$ cat src/rtl/rsk_pkg.sv
// Package for the record sorter: field widths, the control word that the
// top level broadcasts to the sorting cells, and the controller state type.
// No dependencies.
package rsk_pkg;

  // Widths of the fields on the stream ports.
  localparam int unsigned ScoreW = 16;
  localparam int unsigned TagW   = 32;
  localparam int unsigned DataW  = ScoreW + TagW;

  // Per-cycle command shared by every cell in the chain.
  typedef struct packed {
    logic insert;  // place the incoming record into the sorted chain
    logic shift;   // move every record one cell toward the output
  } rsk_ctrl_t;

  typedef enum logic {
    ST_COLLECT,
    ST_DRAIN
  } rsk_state_e;

endpackage

$ cat src/rtl/rsk_cell.sv
// One cell of the insertion chain: holds a single record and decides each
// cycle whether to keep it, take the incoming record or take a neighbor's.
// Depends on rsk_pkg.
module rsk_cell import rsk_pkg::*; #(
  parameter int unsigned KEY_WIDTH = 16,
  parameter int unsigned TAG_WIDTH = 32,
  parameter int unsigned CNT_W     = 7,
  parameter int unsigned IDX       = 0
) (
  input  logic                 clk_i,
  input  rsk_ctrl_t            ctrl_i,
  input  logic [CNT_W-1:0]     count_i,
  input  logic [KEY_WIDTH-1:0] new_key_i,
  input  logic [TAG_WIDTH-1:0] new_tag_i,
  input  logic                 prev_keep_i,
  input  logic [KEY_WIDTH-1:0] prev_key_i,
  input  logic [TAG_WIDTH-1:0] prev_tag_i,
  input  logic [KEY_WIDTH-1:0] next_key_i,
  input  logic [TAG_WIDTH-1:0] next_tag_i,
  output logic                 keep_o,
  output logic [KEY_WIDTH-1:0] key_o,
  output logic [TAG_WIDTH-1:0] tag_o
);

  logic [KEY_WIDTH-1:0] key_q, key_d;
  logic [TAG_WIDTH-1:0] tag_q, tag_d;
  logic                 occupied;

  // Occupied cells form a prefix of the chain. A record with an equal key
  // stays ahead of the newcomer, which keeps arrival order among equal keys.
  assign occupied = count_i > CNT_W'(IDX);
  assign keep_o   = occupied && (key_q <= new_key_i);

  always_comb begin
    key_d = key_q;
    tag_d = tag_q;
    priority if (ctrl_i.shift) begin
      key_d = next_key_i;
      tag_d = next_tag_i;
    end else if (ctrl_i.insert && !keep_o) begin
      if (prev_keep_i) begin
        key_d = new_key_i;
        tag_d = new_tag_i;
      end else begin
        key_d = prev_key_i;
        tag_d = prev_tag_i;
      end
    end
  end

  always_ff @(posedge clk_i) begin
    key_q <= key_d;
    tag_q <= tag_d;
  end

  assign key_o = key_q;
  assign tag_o = tag_q;

endmodule

$ cat config.mk
export PLATFORM = sky130hd
export DESIGN_NAME = rsk_cell
export DESIGN_NICKNAME = d
export VERILOG_FILES = /design/src/rtl/rsk_pkg.sv /design/src/rtl/rsk_cell.sv
export SDC_FILE = /design/constraint.sdc
export NUM_CORES = 1
export LEC_CHECK = 0
export BUFFER_PORTS_ARGS = -buffer_cell sky130_fd_sc_hd__buf_4
export CORE_MARGIN = 2
export CORE_UTILIZATION = 35
export DETAILED_ROUTE_END_ITERATION = 10
export PLACE_DENSITY = 0.75
export SYNTH_ARGS = -nofsm -noshare
export SYNTH_HDL_FRONTEND = slang
export SYNTH_SLANG_ARGS = --single-unit
$ cat constraint.sdc
create_clock -name clk_i -period 3.2 [get_ports clk_i]
set_clock_uncertainty 0.05 [all_clocks]
set_input_delay 0.48 -clock clk_i [delete_from_list [all_inputs] [get_ports clk_i]]
set_output_delay 0.48 -clock clk_i [all_outputs]
set_load 0.1 [all_outputs]
# ---- Word-level counts from Yosys, hierarchy flattened
# Index checks and enable logic that the tools add are counted.
dict set report classes {
  n_reduce_logical 4
  n_mux 6
  n_lt_le_gt_ge 2
}
# cell count
set ops {}
lappend ops {{32-bit 2-to-1 mux} 3}
lappend ops {{16-bit 2-to-1 mux} 3}
lappend ops {{16-bit less-or-equal comparator} 1}
lappend ops {{7-bit by 1-bit > comparator with 1-bit output (second input constant)} 1}
lappend ops {{1-bit logical AND} 2}
lappend ops {{2-bit nonzero test} 1}
lappend ops {{1-bit zero test} 1}
dict set report word_totals {
  out_inout_bits 49
  reg_bits 48
  input_bits 155
  word_cells 14
}

# ---- Longest topological paths before layout
dict set report depth {
  depth_word 6
  ltp_mapped 7
  depth_no_buf 7
}

# ---- Worst setup path before layout
# Ideal clock, no wire load.
dict set report synth_timing {
  kind {register to output}
  startpoint {register key_q[15] (netlist: key_o[15])}
  endpoint {output keep_o}
  path_stages_with_launch 7
  n_path_buf 0
  path_slack_ns -0.540
  t_arrival_ns 3.210
  required_time_ns 2.670
  path_cell_list {edfxtp_1 ha_1 a21oi_1 o21ai_0 a21o_1 o31a_1 nor2_1}
}
dict set report synth_via {
  elab_chain_len 2
}
# item line
set synth_lines {}
lappend synth_lines {{start, declared} rsk_cell.sv:25} ;# logic [KEY_WIDTH-1:0] key_q, key_d;
lappend synth_lines {{start signal, assigned} rsk_cell.sv:52} ;# key_q <= key_d;
lappend synth_lines {{16-bit less-or-equal comparator} rsk_cell.sv:32} ;# assign keep_o = occupied && (key_q <= new_key_i);
lappend synth_lines {{1-bit logical AND} rsk_cell.sv:32}
lappend synth_lines {{end, declared} rsk_cell.sv:20} ;# output logic keep_o,
# Every way passes these cells.

# ---- Worst setup path in the final report
dict set report layout_timing {
  startpoint {register key_q[14] (netlist: key_o[14])}
  endpoint {output keep_o}
}
# The elaborated chain is that of the path after synthesis.

==> impl_summary.txt <==
----------------------------------------------------
[Status]
  Result of the run ... completed

[STA]
  Final critical path time including I/O delays and setup ... about 2.7 ns
  Final slew viol count ... 0
  Final period utilization ... 0.847
  Slew headroom ... 0.466
  Slew at the pin closest to its max-slew limit ... about 0.8 ns
  Number of setup violations in the final report ... 0
  Unrepaired setup endpoints after global routing ... no
  Hold violation total from the final report ... 0
  Aggregate negative setup slack ... 0 ns
  Max Clock Freq ... between 0.3 and 0.4 GHz
  Post-layout worst setup margin ... 0.488 ns

[Clocking]
  Hold-fix buffers at CTS ... 0
  Buffer depth of the longest clock path ... 2
  H-tree depth reported by CTS ... 2
  Clock transition at the register clock pins on the worst setup and hold paths after CTS ... around 0.09 ns
  CTS Root Cell ... sky130_fd_sc_hd__clkbuf_8
  CTS Sinks ... 48
  Number of buffers created by CTS ... 5
  Post-cts resize count ... 0
  Total setup buffers inserted after CTS ... 0
  TritonCTS clock tree ... built
  Worst skew pair latency ... roughly 0.3 ns

[Global routing]
  Overflow left after global routing ... 0
  GR Util All Layers ... 0.176
  Initial antenna violation count ... 0
  Largest net degree at the start of global routing ... 55
  Number of global-route vias before repair ... roughly 2700
  Met1 layer usage reported by global route ... 0.187
  Most used routing layer in global routing ... met2
  Met3 capacity usage during global routing ... 0.0630
  Global-route wire length before repair ... between 10000 and 15000 um
  Met2 routing resource usage after global routing ... 0.327

[Layout]
  Count of inserted antenna diode cells ... 0
  Leading cell type in the layout, fill and taps excluded ... sky130_fd_sc_hd__buf_4
  Net total in the final layout ... about 640
  Highest-count cells in the layout ignoring fill and taps ... sky130_fd_sc_hd__buf_4 (204), sky130_fd_sc_hd__nand2_1 (51), sky130_fd_sc_hd__o21ai_0 (51)
  Area growth from synthesis to layout ... 59.6%
  Number of filler cells placed in the layout ... between 700 and 800
  Fraction of layout cells with a size suffix above 1 ... 0.467
  Core Util, Final ... 0.569
  Non-Filler Instances ... approximately 570

[Hold path]
  Hold Crit Class ... in2reg

[Pwr]
  Maximum ir drop on the vdd rail ... around 290 uV
  Leakage component of the power ... 2.26 nW
  Power Dens Cells ... 480 mW/mm2
  Design Power ... around 2.2 mW

[Worst setup path]
  Endpoint kind of the worst setup timing path ... output port
  Crit path kind ... reg2out
  Data required, critical path ... approximately 2.7 ns
  Arrival @ worst endpoint ... around 2.2 ns
  Element type at the critical path start ... flip-flop
  Maximum fanout count along the critical path ... 3

[Routing]
  Detailed-route DRC error count ... 0
  Post-DR vias/cell ... roughly 4.7
  Number of violations reported at the end of detailed-routing iteration 0 ... 67
  Detailed Routing Iterations Pass 1 ... 4
  Post-detailed-routing wire length ... roughly 8100 um
  Post-route antenna net violation count ... 0
  DR vias ... roughly 2700
  Detail-routed net length per standard cell ... around 14 um

[Floorplanning]
  Site row count ... 33
  Core area ... just over 0.008 mm2
  Ports ... between 200 and 250
  Chip height ... roughly 95 um
  Die area ... roughly 0.009 mm2
  Die extent in x ... ~95 um
  Initial core utilization ... 0.356

[Synthesis]
  Post-synthesis instance area ... slightly below 0.003 mm2
  Yosys top cell area share ... 0.500
  Proportion of synthesized chip area in sequential cells ... 0.500
  Number of cells produced by synthesis ... 271
  Synthesized Nets ... roughly 440
  Synthesis warning total ... 0
  Register bit total from synthesis ... between 40 and 50
  Cell accounting for the most synthesized area ... sky130_fd_sc_hd__edfxtp_1
  Avg Cell Area, Syn ... around 11 um2
  Post-synth cell types ... 23
  Most area-consuming cells after synthesis ... sky130_fd_sc_hd__edfxtp_1 (50%), sky130_fd_sc_hd__mux2i_1 (17%), sky130_fd_sc_hd__o21ai_0 (8.9%)

[Placed design]
  Worst slack after detailed placement ... approximately 0.54 ns
  Routability-driven placement congestion ratio ... 0.782
  HPWL after DPL ... 6550 um
  Cell Count Post-Placement ... ~560
  Port bufs ... 203

[Flow run]
  Number of maximum-capacitance constraint violations ... 0

----------------------------------------------------
[per-layer routing]
metal,vias up,share of wire,wire (um)
met3,6,0.096,776
met4,0,0.0087,70
met2,124,0.53,4320
met1,1214,0.36,2910
li1,1364,-,-
met5,-,0,0
[logic make-up after synthesis]
| logic type | count (synthesis) | share of synthesized area |
|---|---|---|
| AO/OA/AOI/OAI | 64 | 0.117 |
| buffers and inverters | 33 | 0.0482 |
| AND/OR/NAND/NOR | 62 | 0.0993 |
| multiplexers | 48 | 0.167 |
| adder cells (fa/ha/maj) | 16 | 0.0694 |
| flip-flops | 48 | 0.500 |
[cells in the mapped netlist]
| cell | count |
|---|---|
| sky130_fd_sc_hd__buf_2 | 3 |
| sky130_fd_sc_hd__o31a_1 | 1 |
| sky130_fd_sc_hd__nand2_1 | 51 |
| sky130_fd_sc_hd__a21bo_1 | 1 |
| sky130_fd_sc_hd__nand4_1 | 2 |
| sky130_fd_sc_hd__nor2b_1 | 1 |
| sky130_fd_sc_hd__or4_4 | 1 |
| sky130_fd_sc_hd__nand4_2 | 1 |
| sky130_fd_sc_hd__nand3_1 | 1 |
| sky130_fd_sc_hd__a21o_1 | 2 |
| sky130_fd_sc_hd__clkbuf_1 | 11 |
| sky130_fd_sc_hd__and2_1 | 1 |
| sky130_fd_sc_hd__mux2i_1 | 48 |
| sky130_fd_sc_hd__nor4_2 | 1 |
| sky130_fd_sc_hd__a21oi_1 | 8 |
| sky130_fd_sc_hd__o21ai_0 | 51 |
| sky130_fd_sc_hd__nor4_4 | 1 |
| sky130_fd_sc_hd__a21boi_0 | 1 |
| sky130_fd_sc_hd__buf_4 | 3 |
| sky130_fd_sc_hd__ha_1 | 16 |
| sky130_fd_sc_hd__inv_1 | 16 |
| sky130_fd_sc_hd__nor2_1 | 2 |
| sky130_fd_sc_hd__edfxtp_1 | 48 |
[sequential cells by signal (all words and copies together) (netlist names)]
name / count
key_o: 16
tag_o: 32
[path summary, 6_finish.rpt]
| kind | start | end | slack, ns | depth (start not counted) |
|---|---|---|---|---|
| worst min-delay path | next_tag_i[16] | tag_o[16]$_DFFE_PP_ | 0.40 | 3 |
| worst max-delay path | key_o[14]$_DFFE_PP_ | keep_o | 0.49 | 7 |
| worst max register to register | key_o[14]$_DFFE_PP_ | tag_o[23]$_DFFE_PP_ | 0.73 | 7 |
| worst min register to register | key_o[1]$_DFFE_PP_ | key_o[10]$_DFFE_PP_ | 1.15 | 4 |
[worst max-delay path, stage by stage, from the launching register on]
cell,delay (ns)
sky130_fd_sc_hd__edfxtp_1,0.42
sky130_fd_sc_hd__ha_1,0.33
sky130_fd_sc_hd__nand4_2,0.15
sky130_fd_sc_hd__nor4_2,0.33
sky130_fd_sc_hd__a21boi_0,0.21
sky130_fd_sc_hd__o31a_1,0.18
sky130_fd_sc_hd__nor2_2,0.04
sky130_fd_sc_hd__buf_4,0.23
[through the flow]
| stage | area (um2) | hold slack [ns] |
|---|---|---|
| floorplan | 2890 | 0.617 |
| global placement | 4490 | 0.713 |
| detailed placement | 4490 | 0.713 |
| CTS | 4600 | 0.392 |
| global route | 4600 | 0.393 |
| finish | 4600 | 0.403 |
[layout make-up]
type,instances,area (um2),area share
tap,105,131,0.0285
clock buffer,5,68.8,0.0150
timing repair buffer,205,1550,0.337
clock inverter,3,42.5,0.00924
multi-input combinational,190,1310,0.284
inverter,16,60.1,0.0131
sequential,48,1440,0.313
[report_power, final]
part | leakage, nW | internal (mW) | total (mW) | switching (mW)
logic | 1.72 | 0.285 | 0.973 | 0.687
registers | 0.485 | 0.780 | 0.806 | 0.0264
clock network | 0.0558 | 0.232 | 0.431 | 0.199
(Power assumes the default switching activity.)
